`config.mk`:
```
export PLATFORM = sky130hd
export DESIGN_NAME = hid_media_interface_table_unit
export DESIGN_NICKNAME = d
export VERILOG_FILES = /design/src/hw/rtl/hmit_pkg.sv /design/src/hw/rtl/hmit_scan.sv /design/src/hw/rtl/hmit_cell.sv /design/src/hw/rtl/hid_media_interface_table_unit.sv
export SDC_FILE = /design/constraint.sdc
export NUM_CORES = 1
export LEC_CHECK = 0
export BUFFER_PORTS_ARGS = -buffer_cell sky130_fd_sc_hd__buf_4
export CORE_UTILIZATION = 40
export DETAILED_ROUTE_END_ITERATION = 7
export MAX_ROUTING_LAYER = met4
export SYNTH_ARGS = -nofsm -noshare
export SYNTH_HDL_FRONTEND = slang
export SYNTH_SLANG_ARGS = --single-unit
```
`constraint.sdc`:
```
create_clock -name clk -period 5.4 [get_ports clk]
set_input_delay 1.62 -clock clk [delete_from_list [all_inputs] [get_ports clk]]
set_output_delay 1.62 -clock clk [all_outputs]
set_load 0.1 [all_outputs]
```
`src/hw/rtl/hmit_pkg.sv`:
```
package hmit_pkg;

	// Default table depth.
	localparam int MAX_INTERFACES_DEF = 4;

	// Command codes of an input transaction.
	typedef enum logic [1:0] {
		CMD_DESC    = 2'd0,
		CMD_RELEASE = 2'd1,
		CMD_REPORT  = 2'd2,
		CMD_READ    = 2'd3
	} cmd_t;

	// Report descriptor items that open a media collection.
	localparam logic [7:0] TAG_USAGE_PAGE   = 8'h05;
	localparam logic [7:0] TAG_USAGE        = 8'h09;
	localparam logic [7:0] PAGE_CONSUMER    = 8'h0C;
	localparam logic [7:0] PAGE_GENERIC     = 8'h01;
	localparam logic [7:0] USAGE_CONSUMER   = 8'h01;
	localparam logic [7:0] USAGE_SYSTEM     = 8'h80;

	// Report identifiers and length thresholds.
	localparam logic [7:0] RID_CONSUMER     = 8'h01;
	localparam logic [7:0] RID_SYSTEM       = 8'h02;
	localparam logic [1:0] LEN_SYSTEM_MIN   = 2'd2;
	localparam logic [1:0] LEN_CONSUMER_MIN = 2'd3;

	typedef struct packed {
		cmd_t        command;
		logic [7:0]  usb_addr;
		logic [7:0]  instance_req;
		logic [7:0]  byte0;
		logic [7:0]  byte1;
		logic [7:0]  byte2;
		logic [1:0]  report_len;
		logic        last_byte;
	} item_t;

	typedef struct packed {
		logic        accepted;
		logic [15:0] usage;
		logic [7:0]  system_bits;
		logic [2:0]  used_count;
	} result_t;

	// Control broadcast from the top level to every table cell.
	typedef struct packed {
		logic        add;
		logic        rel;
		logic [7:0]  dev;
		logic [7:0]  inst;
	} cell_ctl_t;

endpackage

```
`src/hw/rtl/hmit_scan.sv`:
```
module hmit_scan (
	input  logic       clk,
	input  logic       arst_n,
	input  logic       en,
	input  logic [7:0] data,
	input  logic       last,
	output logic       found
);

	logic [23:0] window_q;
	logic [1:0]  seen_q;
	logic        found_q;
	logic        hit_consumer;
	logic        hit_system;

	// Oldest byte sits in the top of the window.
	always_comb begin
		hit_consumer = (window_q[23:16] == hmit_pkg::TAG_USAGE_PAGE)
			&& (window_q[15:8] == hmit_pkg::PAGE_CONSUMER)
			&& (window_q[7:0] == hmit_pkg::TAG_USAGE)
			&& (data == hmit_pkg::USAGE_CONSUMER);
		hit_system = (window_q[23:16] == hmit_pkg::TAG_USAGE_PAGE)
			&& (window_q[15:8] == hmit_pkg::PAGE_GENERIC)
			&& (window_q[7:0] == hmit_pkg::TAG_USAGE)
			&& (data == hmit_pkg::USAGE_SYSTEM);
		found = found_q || ((seen_q == 2'd3) && (hit_consumer || hit_system));
	end

	always_ff @(posedge clk or negedge arst_n) begin
		if (!arst_n) begin
			window_q <= '0;
			seen_q   <= '0;
			found_q  <= 1'b0;
		end else if (en) begin
			if (last) begin
				window_q <= '0;
				seen_q   <= '0;
				found_q  <= 1'b0;
			end else begin
				window_q <= {window_q[15:0], data};
				if (seen_q != 2'd3) begin
					seen_q <= seen_q + 2'd1;
				end
				found_q <= found;
			end
		end
	end

endmodule

```
`src/hw/rtl/hmit_cell.sv`:
```
module hmit_cell #(
	parameter int INDEX = 0,
	parameter int CNT_W = 3
) (
	input  logic                  clk,
	input  hmit_pkg::cell_ctl_t   ctl,
	input  logic [CNT_W-1:0]      used,
	input  logic [7:0]            nb_dev,
	input  logic [7:0]            nb_inst,
	input  logic                  hit_in,
	output logic                  hit_out,
	output logic [7:0]            dev_q,
	output logic [7:0]            inst_q
);

	logic occupied;
	logic match;

	always_comb begin
		occupied = CNT_W'(INDEX) < used;
		match    = occupied && (dev_q == ctl.dev) && (inst_q == ctl.inst);
		hit_out  = hit_in || match;
	end

	// A new entry lands in the first free cell; on release every cell at or
	// after the first match takes its right-hand neighbour's contents.
	always_ff @(posedge clk) begin
		if (ctl.add && (used == CNT_W'(INDEX))) begin
			dev_q  <= ctl.dev;
			inst_q <= ctl.inst;
		end else if (ctl.rel && hit_out) begin
			dev_q  <= nb_dev;
			inst_q <= nb_inst;
		end
	end

endmodule

```
`src/hw/rtl/hid_media_interface_table_unit.sv`:
```
// Channel   Direction  Handshake              Payload
// command   in         start high, busy low   item   (hmit_pkg::item_t)
// result    out        done high, one cycle   result (hmit_pkg::result_t)
//
// Each transaction is taken whenever start is high; its result appears on
// the next cycle with done high, so one transaction per cycle is sustained.
// The figure is set by the table cells, which all compare and shift in the
// same cycle, and by the descriptor window, which moves one byte a cycle.
// Reset clears the window, the entry count and the held key values; the
// table contents are not reset; a claim or a release writes them.
// The receiver cannot stall, so busy stays low.
module hid_media_interface_table_unit #(
	parameter int MAX_INTERFACES = hmit_pkg::MAX_INTERFACES_DEF
) (
	input  logic              clk,
	input  logic              arst_n,
	input  logic              start,
	output logic              busy,
	input  hmit_pkg::item_t   item,
	output logic              done,
	output hmit_pkg::result_t result
);

	localparam int CNT_W = $clog2(MAX_INTERFACES + 1);

	logic                take;
	logic                is_desc;
	logic                is_rel;
	logic                is_rep;
	logic                is_read;
	logic                found;
	logic                room;
	logic                add;
	logic                any_hit;
	logic [CNT_W-1:0]    used_q;
	logic [CNT_W-1:0]    used_next;
	logic [15:0]         held_usage_q;
	logic [7:0]          held_system_q;
	logic                done_q;
	hmit_pkg::result_t   result_q;
	hmit_pkg::result_t   result_next;
	hmit_pkg::cell_ctl_t ctl;

	logic [MAX_INTERFACES:0] hit_chain;
	logic [7:0]              cell_dev  [MAX_INTERFACES];
	logic [7:0]              cell_inst [MAX_INTERFACES];

	assign busy = 1'b0;
	assign take = start && !busy;

	always_comb begin
		is_desc = take && (item.command == hmit_pkg::CMD_DESC);
		is_rel  = take && (item.command == hmit_pkg::CMD_RELEASE);
		is_rep  = take && (item.command == hmit_pkg::CMD_REPORT);
		is_read = take && (item.command == hmit_pkg::CMD_READ);
	end

	// The descriptor window watches for a media collection during a claim.
	hmit_scan u_scan (
		.clk    (clk),
		.arst_n (arst_n),
		.en     (is_desc),
		.data   (item.byte0),
		.last   (item.last_byte),
		.found  (found)
	);

	assign room = used_q < CNT_W'(MAX_INTERFACES);
	assign add  = is_desc && item.last_byte && found && room;

	always_comb begin
		ctl.add  = add;
		ctl.rel  = is_rel;
		ctl.dev  = item.usb_addr;
		ctl.inst = item.instance_req;
	end

	// The table is a row of cells. The hit chain runs left to right and tells
	// each cell whether the key was found in it or in any cell to its left.
	assign hit_chain[0] = 1'b0;

	for (genvar i = 0; i < MAX_INTERFACES; i++) begin : g_cell
		logic [7:0] nb_dev;
		logic [7:0] nb_inst;

		if (i < MAX_INTERFACES - 1) begin : g_mid
			assign nb_dev  = cell_dev[i+1];
			assign nb_inst = cell_inst[i+1];
		end else begin : g_end
			// The last cell falls out of use on a release, so its contents do
			// not matter.
			assign nb_dev  = cell_dev[i];
			assign nb_inst = cell_inst[i];
		end

		hmit_cell #(
			.INDEX (i),
			.CNT_W (CNT_W)
		) u_cell (
			.clk     (clk),
			.ctl     (ctl),
			.used    (used_q),
			.nb_dev  (nb_dev),
			.nb_inst (nb_inst),
			.hit_in  (hit_chain[i]),
			.hit_out (hit_chain[i+1]),
			.dev_q   (cell_dev[i]),
			.inst_q  (cell_inst[i])
		);
	end

	assign any_hit = hit_chain[MAX_INTERFACES];

	always_comb begin
		used_next = used_q;
		if (add) begin
			used_next = used_q + CNT_W'(1);
		end else if (is_rel && any_hit) begin
			used_next = used_q - CNT_W'(1);
		end
	end

	always_comb begin
		result_next             = '0;
		result_next.accepted    = add || (is_rep && any_hit);
		result_next.used_count  = 3'(used_next);
		if (is_read) begin
			result_next.usage       = held_usage_q;
			result_next.system_bits = held_system_q;
		end
	end

	always_ff @(posedge clk or negedge arst_n) begin
		if (!arst_n) begin
			used_q        <= '0;
			held_usage_q  <= '0;
			held_system_q <= '0;
			done_q        <= 1'b0;
		end else begin
			used_q <= used_next;
			done_q <= take;
			if (is_read) begin
				held_usage_q  <= '0;
				held_system_q <= '0;
			end else if (is_rep && any_hit) begin
				// A zero value leaves the held key as it was.
				if ((item.byte0 == hmit_pkg::RID_CONSUMER)
						&& (item.report_len >= hmit_pkg::LEN_CONSUMER_MIN)) begin
					if ({item.byte2, item.byte1} != 16'd0) begin
						held_usage_q <= {item.byte2, item.byte1};
					end
				end else if ((item.byte0 == hmit_pkg::RID_SYSTEM)
						&& (item.report_len >= hmit_pkg::LEN_SYSTEM_MIN)) begin
					if (item.byte1 != 8'd0) begin
						held_system_q <= item.byte1;
					end
				end
			end
		end
	end

	always_ff @(posedge clk) begin
		if (take) begin
			result_q <= result_next;
		end
	end

	assign done   = done_q;
	assign result = result_q;

	// The entry count never passes the table depth.
	a_count_bound: assert property (@(posedge clk) disable iff (!arst_n)
		used_q <= CNT_W'(MAX_INTERFACES))
		else $error("entry count beyond table depth");

	// Every transaction taken gives exactly one result on the next cycle.
	a_one_result: assert property (@(posedge clk) disable iff (!arst_n)
		take |=> done)
		else $error("result missing after transaction");

	a_no_spurious: assert property (@(posedge clk) disable iff (!arst_n)
		!take |=> !done)
		else $error("result without transaction");

	// The entry count holds while no transaction is taken.
	a_count_step: assert property (@(posedge clk) disable iff (!arst_n)
		!take |=> $stable(used_q))
		else $error("entry count changed while idle");

	// A refused claim on a full table leaves the table full.
	a_full_refused: assert property (@(posedge clk) disable iff (!arst_n)
		(is_desc && !room) |-> !add)
		else $error("entry added to a full table");

endmodule

```
==> results of run 1 <==
==> layout by cell type, fill, tap and decap left out, types with 3 or more instances in the layout <==
cell type / count
sky130_fd_sc_hd__xnor2_1: 39
sky130_fd_sc_hd__mux2_4: 18
sky130_fd_sc_hd__ha_1: 6
sky130_fd_sc_hd__xor2_1: 26
sky130_fd_sc_hd__nor3_1: 8
sky130_fd_sc_hd__dfrtp_1: 55
sky130_fd_sc_hd__o21ai_0: 28
sky130_fd_sc_hd__clkbuf_16: 18
sky130_fd_sc_hd__nor4_1: 14
sky130_fd_sc_hd__nand2_1: 79
sky130_fd_sc_hd__edfxtp_1: 92
sky130_fd_sc_hd__and3_1: 3
sky130_fd_sc_hd__a21oi_1: 8
sky130_fd_sc_hd__or3_1: 3
sky130_fd_sc_hd__nand4_1: 10
sky130_fd_sc_hd__and2_1: 24
sky130_fd_sc_hd__inv_4: 3
sky130_fd_sc_hd__nor3b_1: 3
sky130_fd_sc_hd__inv_1: 3
sky130_fd_sc_hd__nor4b_1: 5
sky130_fd_sc_hd__mux2i_1: 25
sky130_fd_sc_hd__nor2_1: 6
sky130_fd_sc_hd__mux2_2: 30
sky130_fd_sc_hd__buf_4: 81
sky130_fd_sc_hd__nand3_1: 6
sky130_fd_sc_hd__nand2b_1: 24
sky130_fd_sc_hd__clkinv_2: 3
==> sequential cells by signal, summed over array words and instances, names as in the netlist <==
name	count
g_cell.u_cell.dev_q	32
g_cell.u_cell.inst_q	32
result	28
u_scan.window_q	24
held_usage_q	16
held_system_q	8
used_q	3
u_scan.seen_q	2
done	1
u_scan.found_q	1
==> worst max path at each step <==
| stage | endpoint | cells after the start |
|---|---|---|
| after global placement | g_cell[1].u_cell.dev_q[0]$_DFFE_PP_ | 8 |
| after global routing | g_cell[1].u_cell.inst_q[2]$_DFFE_PP_ | 6 |
| after detailed placement | g_cell[1].u_cell.inst_q[0]$_DFFE_PP_ | 8 |
| after floorplan | g_cell[3].u_cell.dev_q[0]$_DFFE_PP_ | 6 |
| final | g_cell[1].u_cell.dev_q[2]$_DFFE_PP_ | 8 |
| after CTS | g_cell[1].u_cell.dev_q[0]$_DFFE_PP_ | 8 |
==> kinds of logic (layout without fill, tap and decap cells) <==
| group | after synthesis | in the layout |
|---|---|---|
| AO/OA/AOI/OAI | 41 | 41 |
| buffers and inverters | 39 | 116 |
| other | 1 | 1 |
| XOR/XNOR | 65 | 65 |
| flip-flops | 147 | 147 |
| multiplexers | 73 | 73 |
| AND/OR/NAND/NOR | 201 | 201 |
| adder cells (fa/ha/maj) | 6 | 6 |
==> critical path: stages <==
cell and delay [ns]:
sky130_fd_sc_hd__buf_4 0.10, sky130_fd_sc_hd__nand2_1 0.05, sky130_fd_sc_hd__or4b_4 0.50, sky130_fd_sc_hd__a2111oi_4 0.37
sky130_fd_sc_hd__nor2_2 0.15, sky130_fd_sc_hd__nor3_4 0.19, sky130_fd_sc_hd__buf_4 0.26, sky130_fd_sc_hd__a21o_1 0.51
==> layer usage <==
metal	share of wire	routed length [um]	global-route usage
met2	0.44	6470	0.255
met1	0.49	7240	0.245
met4	0.016	228	0.0630
met3	0.048	696	0.0391
met5	0	0	-
==> through the flow <==
stage,instances,power (mW)
2_1_floorplan,573,1.41
3_3_place_gp,843,1.48
3_5_place_dp,843,1.49
4_1_cts,875,2.63
5_1_grt,875,2.69
6_report,875,2.61
==> cell type report <==
| cell class | instances | area (um^2) | share of cell area |
|---|---|---|---|
| clock inverter | 11 | 97.6 | 0.0115 |
| inverter | 3 | 11.3 | 0.00133 |
| tap | 225 | 282 | 0.0333 |
| multi-input combinational | 387 | 2850 | 0.337 |
| timing repair buffer | 81 | 608 | 0.0719 |
| clock buffer | 21 | 472 | 0.0558 |
| sequential | 147 | 4140 | 0.489 |
==> where the power goes <==
group / switching, mW / leakage [nW] / internal [mW] / total (mW)
Clock: 0.466 / 0.284 / 0.675 / 1.14
Combinational: 0.148 / 1.63 / 0.0709 / 0.219
Sequential: 0.0237 / 1.61 / 1.22 / 1.25
==> summary.md, run 1 <==
The largest area contributor in the netlist is sky130_fd_sc_hd__edfxtp_1. The fraction of layout cells with a size suffix above 1 is 0.263. Synthesis instantiated 43 different standard cells from the library.

The worst hold path terminates at u_scan.window_q[18]$_DFFE_PN0P_. The compound-gate portion of the synthesized area was 0.0323. The tools report the combined global-route utilization of all metal layers as 0.177. Row generation in the floorplan step produced 48 rows. After legalization and detailed placement, the total HPWL measured 10500 um. VDD sags by at most 0.210 mV. The power per unit of standard cell area came out at 308 nW/um^2.

In the final timing run, aggregate negative setup slack is 0 ns. The area share of fa/ha/maj cells after synthesis was 0.0105; the sequential element share of the synthesized area was 0.578. The run gives 691 as the final net count. The root buffer cell chosen for the clock tree is sky130_fd_sc_hd__clkbuf_16. Counting instances, the worst hold path has a depth of 2.

The starting utilization of the core area is 0.411, and the average wire per standard cell is 16.7 um. For the global-route wire length before repair, the log shows 23700 um. TritonCTS built the clock tree. The relative slew slack came out at 0.343. The post-detailed-route count of antenna-violating nets was 0. After layout, the minimum clock period comes to 3.70 ns.

The final layout contains routed wiring with a total length of 14600 um. For the pin with the worst max-slew slack, the measured transition is 0.976 ns. In this run the cell area measured after placement is 7890 um^2. In this run the static leakage power is 3.52 nW.

In this run the cell area of the synthesized design comes to 7170 um^2. The tools report the final setup violation count as 0. The simple-gate share of the synthesized area is 0.155, and the number of buffers inserted during clock tree synthesis is 17. Sorting the synthesized cells by how often they occur yields sky130_fd_sc_hd__edfxtp_1 (92), sky130_fd_sc_hd__nand2_1 (79), sky130_fd_sc_hd__dfrtp_1 (55). In this run the horizontal extent of the chip is 136 um.

STA puts the critical path data arrival time at 3.76 ns. Based on the critical path, the design can be clocked at up to 0.270 GHz. The H-tree depth was 4. The category of the most critical setup path was in -> reg. Before antenna repair, the detailed router went through 4 iterations. Global placement routability congestion: 0.783. TritonCTS sink count: 147. Clock-pin slew was measured on the worst setup and hold paths at 0.06 ns. The clock insertion delay at the later pin of the skew report is 0.42 ns. The type of the tightest min-delay check was reg -> reg. The endpoint identified for the worst register-to-register timing path is g_cell[1].u_cell.dev_q[2]$_DFFE_PP_.

The final setup slack of the worst path came out at 1.70 ns. STA puts the critical path data required time at 5.45 ns. Synthesis produced a netlist with a net count of 627. The multiplexer area fraction after synthesis came out at 0.120. The worst-case setup slack after placement was 1.24 ns; the fraction of synthesized cell area taken by the top area cell type was 0.385.

For the number of instances in the synthesized netlist, the log shows 573. From bottom edge to top edge, the die measures 136 um. Averaged over all synthesized cells, the footprint is 12.5 um^2. By area the synthesized netlist is led by sky130_fd_sc_hd__edfxtp_1 (39%), sky130_fd_sc_hd__dfrtp_1 (19%), sky130_fd_sc_hd__xnor2_1 (4.8%), sky130_fd_sc_hd__mux2_2 (4.7%), sky130_fd_sc_hd__nand2_1 (4.1%). Number of global-route vias before repair: 4328.

The number of diodes was 0. The worst setup path is captured at a register. STA classifies the critical path startpoint as an input pin.

The final period utilization was 0.686; the XOR/XNOR share of the synthesized area was 0.0794. Post-CTS repair changed the size of 0 cells. For the number of violations of the max-capacitance limit, the log shows 0. The run finished with clean final reports. After detailed routing, the number of remaining DRC violations is 0. The count of final max-slew check failures came out at 0.

The run gives 2.41 ns as the minimum setup slack among reg-to-reg paths. For this run, the leading register cell type out of synthesis is sky130_fd_sc_hd__edfxtp_1. The port buffer count was 76.

The clock arrives with 0.00707 ns of skew. Entering global routing, the biggest net connects 56 pins. For this run, the number of Yosys warnings is 0.

Yosys mapped a number of flops with a built-in enable equal to 92. The buffer levels on the longest clock path came out at 2. The largest family of logic cells by synthesized area was simple AND/OR/NAND/NOR gates. Setup repair after global routing left no endpoint under its margin.

Tracing the worst setup path back leads to its startpoint at item[19]. Across all hold checks on the routed design, the worst slack comes to 0.481 ns. The run gives 0 as the initial antenna violation count.

In this run the most critical hold path is launched from u_scan.window_q[18]$_DFFE_PN0P_. The number of setup buffers added after CTS is 0. Async set-reset flop share out of synthesis: 0.374. After floorplanning, the core was sized to cover 17400 um^2.

Hold repair after CTS inserted 0 buffers. Summing over every cut layer, the via total after detailed routing is 4436. Most instantiated library cell after synthesis: sky130_fd_sc_hd__edfxtp_1. The first routing iteration left 293 violations. The number of cells on the worst reg-to-reg path is 8. The launch instance of the worst register-to-register path is u_scan.seen_q[0]$_DFFE_PN0P_. The number of synthesized register bits is 147, and the largest fanout on the critical path is 17.

The total count of hold-check failures in the final report was 0; the detailed-route vias per instance was 5.07. For this run the aggregate overflow at the end of global routing stands at 0. Counting the fill cells in the layout gives 1536. The final design utilization was 0.486; the I/O pin count was 78. The area growth from synthesis to layout is 18.1%.

After routing the design area is 8460 um^2. The die covers 18500 um^2.
(Power assumes the default switching activity.)
==> run 2, diff against run 1 <==
Clock period 5.4 ns to 3.6 ns, I/O delays scaled along.
==> summary.md, run 2 (synthesis results as in run 1) <==
The flow ran to the end, and the final reports show no timing, DRC or antenna violations. The setup TNS was 0 ns (unchanged). The number of global-route vias before repair was 4419 (+2.1%); the final net count was 700 (+1.3%). The relative slew slack was 0.396 (+0.0525). The run gives 17 (unchanged) as the number of buffers inserted during clock tree synthesis.

The critical path goes through buf_4 -> nand2_1 -> or4b_4 -> a2111oi_4 -> nor2_2 -> or3_1 -> nor3_2 -> buf_12. The violation count after the first detailed-routing iteration came out at 228 (-22%). The total count of hold-check failures in the final report was 0 (unchanged); the data arrival time of the worst path was 3.10 ns (-0.66 ns). The critical path starts at item[19]. The logs give 0 (unchanged) for the number of diodes and 0 (unchanged) for the number of violations of the max-capacitance limit. The run gives 0 (unchanged) as the total of cells resized after clock tree synthesis. The library cell used most frequently in the layout, excluding fill and tap cells, is sky130_fd_sc_hd__edfxtp_1. H-tree depth: 4 (unchanged). Slew of the pin with the lowest slew margin: 0.898 ns (-0.0780 ns).

The width of the die was 136 um (unchanged). The power per unit of standard cell area is 445 nW/um^2 (+45%). Y dimension of the die: 136 um (unchanged). The largest incremental delay on the critical path came out at 0.49 ns (-0.02 ns).

For the initial antenna violation count, the log shows 0 (unchanged). Total wirelength of the detailed-routed design: 14000 um (-4.1%). After global routing, the most crowded layer is met2.

The met2 track demand over resource came out at 0.253 (-0.00227). The hold path startpoint is u_scan.window_q[18]$_DFFE_PN0P_. For this run, the top clock speed supported by timing is 0.337 GHz.

The logs give 4380 (-1.3%) for the vias after detailed routing and 0 (unchanged) for the number of buffers inserted for hold repair after clock tree synthesis. The port buffer count came out at 76 (unchanged). The tools report the buffer levels on the longest clock path as 2 (unchanged). Kind of launch point of the worst setup path: an input pin.

The worst register-to-register path begins at u_scan.seen_q[0]$_DFFE_PN0P_. The final period utilization was 0.825. The cell with the largest stage delay on the worst path was sky130_fd_sc_hd__or4b_4. The met3 usage was 0.0403 (+0.00112); the global placement routability congestion was 0.788 (+0.63%). The average wire per standard cell was 15.9 um (-5.1%); the floorplan core area was 17400 um^2 (unchanged).

The run gives 147 (unchanged) as the TritonCTS sink count. The logs give 0.225 (-0.0196) for the global routing usage on met1 and 0.331 mV (+58%) for the largest voltage drop on the vdd net. The logs give 48 (unchanged) for the row count and 5 (+1) for the count of TritonRoute iterations in the first routing pass. Pin count of the biggest net entering global routing: 56 (unchanged).

The largest fanout on the critical path was 16 (-1). The starting utilization of the core area is 0.411 (unchanged), and the post-CTS clock slew at the launch and capture registers of the worst setup and hold paths is 0.06 ns (about the same). The clock insertion delay at the later pin of the skew report was 0.42 ns (about the same); the static power due to leakage was 3.57 nW (+1.3%). The die footprint is 18500 um^2 (unchanged), and the required time of the critical path is 3.73 ns (-1.72 ns). STA classifies the critical path endpoint as a register.

The count of final max-slew check failures was 0 (unchanged); the detailed-route vias per instance was 4.95 (-2.3%). The final setup violation count is 0 (unchanged). The root buffer cell chosen for the clock tree is sky130_fd_sc_hd__clkbuf_16.

The logs give 22900 um (-3.2%) for the global-route wire length before repair and 0.482 ns (+0.000805 ns) for the worst hold margin. The tools report the sum of overflow across all layers after global routing as 0 (unchanged). Setup repair after global routing left no endpoint under its margin. The run gives 0 (unchanged) as the post-CTS setup buffer count. From synthesis to final layout, the design area changed by 19.8%. Category of the most critical setup path: in -> reg. For the post-detailed-route count of antenna-violating nets, the log shows 0 (unchanged). The library cells used most frequently in the layout, excluding fill and tap cells, are sky130_fd_sc_hd__edfxtp_1 (92), sky130_fd_sc_hd__buf_4 (83), sky130_fd_sc_hd__nand2_1 (79), sky130_fd_sc_hd__dfrtp_1 (55), sky130_fd_sc_hd__xnor2_1 (39).

The combined global-route utilization of all metal layers was 0.169 (-0.00772); the final worst clock skew was 0.00865 ns (+0.00157 ns). The detailed placement HPWL came out at 10300 um (-1.3%). TritonCTS built the clock tree.

For the I/O pin count, the log shows 78 (unchanged). Counting I/O delays and the setup requirement, the final critical path takes 2.97 ns. The count of buffering cells on the critical path with inverters included works out to 2 (unchanged).

The cell class contributing the biggest share of worst-path delay is simple AND/OR/NAND/NOR gates. The tightest min-delay check is of the reg -> reg type. DRC violation count after routing: 0 (unchanged). The fraction of layout cells with a size suffix above 1 was 0.270 (+0.00703).
-- run 2: power breakdown --
part / switching (mW) / internal (mW) / total [mW]
logic: 0.220 / 0.108 / 0.328
registers: 0.0343 / 1.83 / 1.87
clock network: 0.686 / 0.942 / 1.63
total: 0.940 / 2.88 / 3.82
-- run 2: worst paths after layout --
kind,slack [ns],endpoint,cells after the start
setup / recovery,0.63,g_cell[3].u_cell.dev_q[6]$_DFFE_PP_,8
max in group asynchronous,2.43,used_q[2]$_DFF_PN0_,1
setup reg to reg,0.79,g_cell[3].u_cell.dev_q[6]$_DFFE_PP_,8
hold / removal,0.48,u_scan.window_q[18]$_DFFE_PN0P_,2
min in group asynchronous,0.71,held_usage_q[15]$_DFFE_PN0P_,1
hold reg to reg,0.48,u_scan.window_q[18]$_DFFE_PN0P_,2
-- run 2: per-stage QoR --
step	power [mW]	area (um^2)	std cells	utilization	worst slack (ns)
3_5_place_dp	2.23	8050	852	0.462	0.192
5_1_grt	3.96	8590	884	0.493	0.528
4_1_cts	3.86	8590	884	0.493	0.627
3_3_place_gp	2.22	8050	852	0.462	0.211
2_1_floorplan	2.11	7170	573	-	0.0532
6_report	3.82	8590	884	0.493	0.630
-- run 2: cell type report --
type | count | area (um^2)
clock buffer | 18 | 429
clock inverter | 14 | 114
fill | 1552 | 8830
inverter | 3 | 11.3
multi-input combinational | 387 | 2850
sequential | 147 | 4140
tap | 225 | 282
timing repair buffer | 90 | 763
-- run 2: worst reg2reg max path, stage by stage, from the launching register on --
cell	delay, ns
sky130_fd_sc_hd__dfrtp_1	0.39
sky130_fd_sc_hd__ha_1	0.27
sky130_fd_sc_hd__nor4b_1	0.25
sky130_fd_sc_hd__nand4_1	0.19
sky130_fd_sc_hd__a2111oi_4	0.41
sky130_fd_sc_hd__nor2_2	0.14
sky130_fd_sc_hd__or3_1	0.43
sky130_fd_sc_hd__nor3_2	0.24
sky130_fd_sc_hd__buf_12	0.20
-- run 2: metal layers --
metal  wire [um]  vias up
li1            -     2157
met1        6830     2099
met2        6330      107
met5           0        -
met3         676       17
met4         193        0
==> run 3, diff against run 2 <==
Clock period 3.6 ns to 2.83 ns, I/O delays scaled along.
==> summary.md, run 3 (synthesis results as in run 1) <==
The flow ran to the end, and the final reports show no timing, DRC or antenna violations. The data arrival time of the worst path came out at 2.95 ns (-0.15 ns). Launch instance of the worst register-to-register path: u_scan.window_q[11]$_DFFE_PN0P_.

The port buffer count works out to 76 (unchanged). The run gives 23000 um (+0.24%) as the global-route wire length before repair. The kind of launch point of the worst setup path is an input pin. Violation count after the first detailed-routing iteration: 330 (+45%). The count of final max-slew check failures was 0 (unchanged); the vias after detailed routing was 4510 (+3.0%). The required time of the critical path is 2.99 ns (-0.74 ns). The number of diodes was 0 (unchanged); the largest fanout on the critical path was 18 (+2). The logs give 147 (unchanged) for the TritonCTS sink count and 0 (unchanged) for the post-detailed-route count of antenna-violating nets. The I/O pin count is 78 (unchanged), and the number of violations of the max-capacitance limit is 0 (unchanged).

Y dimension of the die: 136 um (unchanged). The share of total power in the clock network is 0.471 (+0.045), and the row count is 48 (unchanged). The DRC violation count after routing is 0 (unchanged). The synthesis-to-layout area growth was 26.0%; the post-route minimum period was 2.79 ns.

Setup repair after global routing left no endpoint under its margin. Sort of element at the end of the critical path: a register. By startpoint and endpoint, the worst setup path is classified as in -> reg. The floorplan core area is 17400 um^2 (unchanged). For the H-tree depth, the log shows 4 (unchanged). The power per unit of standard cell area came out at 594 nW/um^2 (+33%). Final design instance area without fill: 9030 um^2 (+5.2%). The fraction of power spent switching nets was 0.222 (-0.0243); the pin count of the biggest net entering global routing was 56 (unchanged). The logs give 0.169 (+0.000179) for the combined global-route utilization of all metal layers and 728 (+4.0%) for the final net count. Number of cells on the worst reg-to-reg path: 8 (unchanged). Timing would allow up to 0.359 GHz. For the minimum setup slack among reg-to-reg paths, the log shows 0.15 ns (-0.64 ns).

The worst hold margin is 0.486 ns (+0.00411 ns). The slew of the pin with the lowest slew margin was 0.715 ns (-0.184 ns). Total of fill cells in the finished design: 1491 (-3.9%). The storage element area is 4140 um^2 (unchanged), and the global placement routability congestion is 0.797 (+1.2%). For the detailed placement HPWL, the log shows 10600 um (+3.0%). The logs give 1.19 mW (+27%) for the net switching power figure and 4.18 mW (+45%) for the internal cell power. Count of TritonRoute iterations in the first routing pass: 4 (-1).

The final setup violation count was 0 (unchanged). The library cell used most frequently in the layout, excluding fill and tap cells, is sky130_fd_sc_hd__buf_4. In this run the most used layer during global routing was met2. The number of global-route vias before repair was 4435 (+0.36%); the number of buffers inserted during clock tree synthesis was 17 (unchanged).

The logs give 0.0414 (+0.00112) for the met3 usage and 0.230 (+0.00499) for the global routing usage on met1. The buffer levels on the longest clock path is 2 (unchanged), and the sequential share of power is 0.443 (-0.045). The post-CTS clock slew at the launch and capture registers of the worst setup and hold paths was 0.06 ns (about the same). The total wirelength of the detailed-routed design came out at 14300 um (+2.0%).

The detailed-route vias per instance was 4.95 (-0.19%). The endpoint identified for the worst register-to-register timing path is g_cell[2].u_cell.inst_q[2]$_DFFE_PP_. The total area of multi-input combinational cells is 2980 um^2 (+4.5%), and the met2 track demand over resource is 0.247 (-0.00539). The largest voltage drop on the vdd net came out at 0.448 mV (+36%). The total count of hold-check failures in the final report was 0 (unchanged); the average wire per standard cell was 15.7 um (-1.1%). TritonCTS built the clock tree. The tools report the final design utilization as 0.519 (+0.0255).

The relative slew slack is 0.519 (+0.124), and the cell area after placement is 8300 um^2 (+3.2%). The width of the die came out at 136 um (unchanged). The combinational fraction of design power was 0.086 (about the same); the die footprint was 18500 um^2 (unchanged). For the static power due to leakage, the log shows 3.79 nW (+6.3%). The final worst clock skew is 0.0103 ns (+0.00166 ns). The min-delay analysis places its worst path in the category in -> async. The final period utilization is 0.985, and the sum of overflow across all layers after global routing is 0 (unchanged). The fraction of layout cells with a size suffix above 1 was 0.311 (+0.0414); the initial antenna violation count was 0 (unchanged).

The top cell types in the final layout, fill and taps aside, are sky130_fd_sc_hd__buf_4 (109), sky130_fd_sc_hd__edfxtp_1 (92), sky130_fd_sc_hd__nand2_1 (78), sky130_fd_sc_hd__dfrtp_1 (55), sky130_fd_sc_hd__xnor2_1 (39). The starting utilization of the core area is 0.411 (unchanged). The clock insertion delay at the later pin of the skew report came out at 0.41 ns (about the same). The critical path starts at item[19]. The clock tree root buffer cell is sky130_fd_sc_hd__clkbuf_16.
## run 3: cell count changes in the layout (fill, tap and decap cells not counted), moves of 2 or more
cell / change
sky130_fd_sc_hd__buf_4: +26
sky130_fd_sc_hd__o21ai_1: -2
sky130_fd_sc_hd__clkinv_1: -2
sky130_fd_sc_hd__mux2_2: -9
sky130_fd_sc_hd__bufinv_16: +5
sky130_fd_sc_hd__mux2_4: +9
sky130_fd_sc_hd__o21ai_4: +3
sky130_fd_sc_hd__clkinv_2: -2
## run 3: per-layer routing
layer / vias up / wire [um]
li1: 2226 / -
met2: 119 / 6500
met5: - / 0
met1: 2155 / 6920
met4: 0 / 135
met3: 10 / 746
## run 3: cell type report
type | count | share of cell area
Clock buffer | 19 | 0.0490
Tap cell | 225 | 0.0312
Sequential cell | 147 | 0.458
Multi-Input combinational cell | 389 | 0.330
Inverter | 3 | 0.00125
Timing Repair Buffer | 116 | 0.105
Clock inverter | 13 | 0.0255
## run 3: worst max-delay path by stage
stage,end,slack [ns]
6_report,g_cell[2].u_cell.inst_q[2]$_DFFE_PP_,0.04
5_1_grt,g_cell[2].u_cell.inst_q[2]$_DFFE_PP_,0.009
4_1_cts,g_cell[2].u_cell.dev_q[5]$_DFFE_PP_,0.04
3_5_place_dp,g_cell[2].u_cell.dev_q[0]$_DFFE_PP_,-0.38
3_3_place_gp,g_cell[2].u_cell.dev_q[0]$_DFFE_PP_,-0.33
2_1_floorplan,g_cell[3].u_cell.dev_q[0]$_DFFE_PP_,-0.22
## run 3: critical path: stages
cell and delay, ns:
sky130_fd_sc_hd__buf_4 0.11, sky130_fd_sc_hd__nand2_4 0.04, sky130_fd_sc_hd__or4b_4 0.49, sky130_fd_sc_hd__a2111oi_4 0.43, sky130_fd_sc_hd__nor2_4 0.10, sky130_fd_sc_hd__nor3_4 0.29
sky130_fd_sc_hd__buf_6 0.16, sky130_fd_sc_hd__nand2_8 0.13, sky130_fd_sc_hd__mux2_4 0.34
## run 3: through the flow
stage | power, mW | setup slack (ns) | instances | setup TNS [ns]
2_1_floorplan | 2.68 | -0.219 | 573 | -6.07
3_3_place_gp | 2.87 | -0.332 | 876 | -32.58
3_5_place_dp | 2.88 | -0.380 | 876 | -36.85
4_1_cts | 5.42 | 0.0433 | 908 | 0
5_1_grt | 5.55 | 0.00881 | 912 | 0
6_report | 5.37 | 0.0418 | 912 | 0
## run 3: power groups by stage
stage | sequential, mW | clock [mW] | combinational (mW)
floorplan | 2.51 | 0 | 0.171
global placement | 2.41 | 0 | 0.455
detailed placement | 2.42 | 0 | 0.463
CTS | 2.38 | 2.58 | 0.464
global route | 2.38 | 2.67 | 0.502
finish | 2.38 | 2.53 | 0.460
## run 3: timing repair
| item | CTS | global route |
|---|---|---|
| hold endpoints to repair | 0 | 0 |
| endpoints found under the setup margin | 0 | 80 |
| setup buffers | 0 | 2 |
| hold buffers | 0 | 0 |
| resized for setup | 0 | 4 |
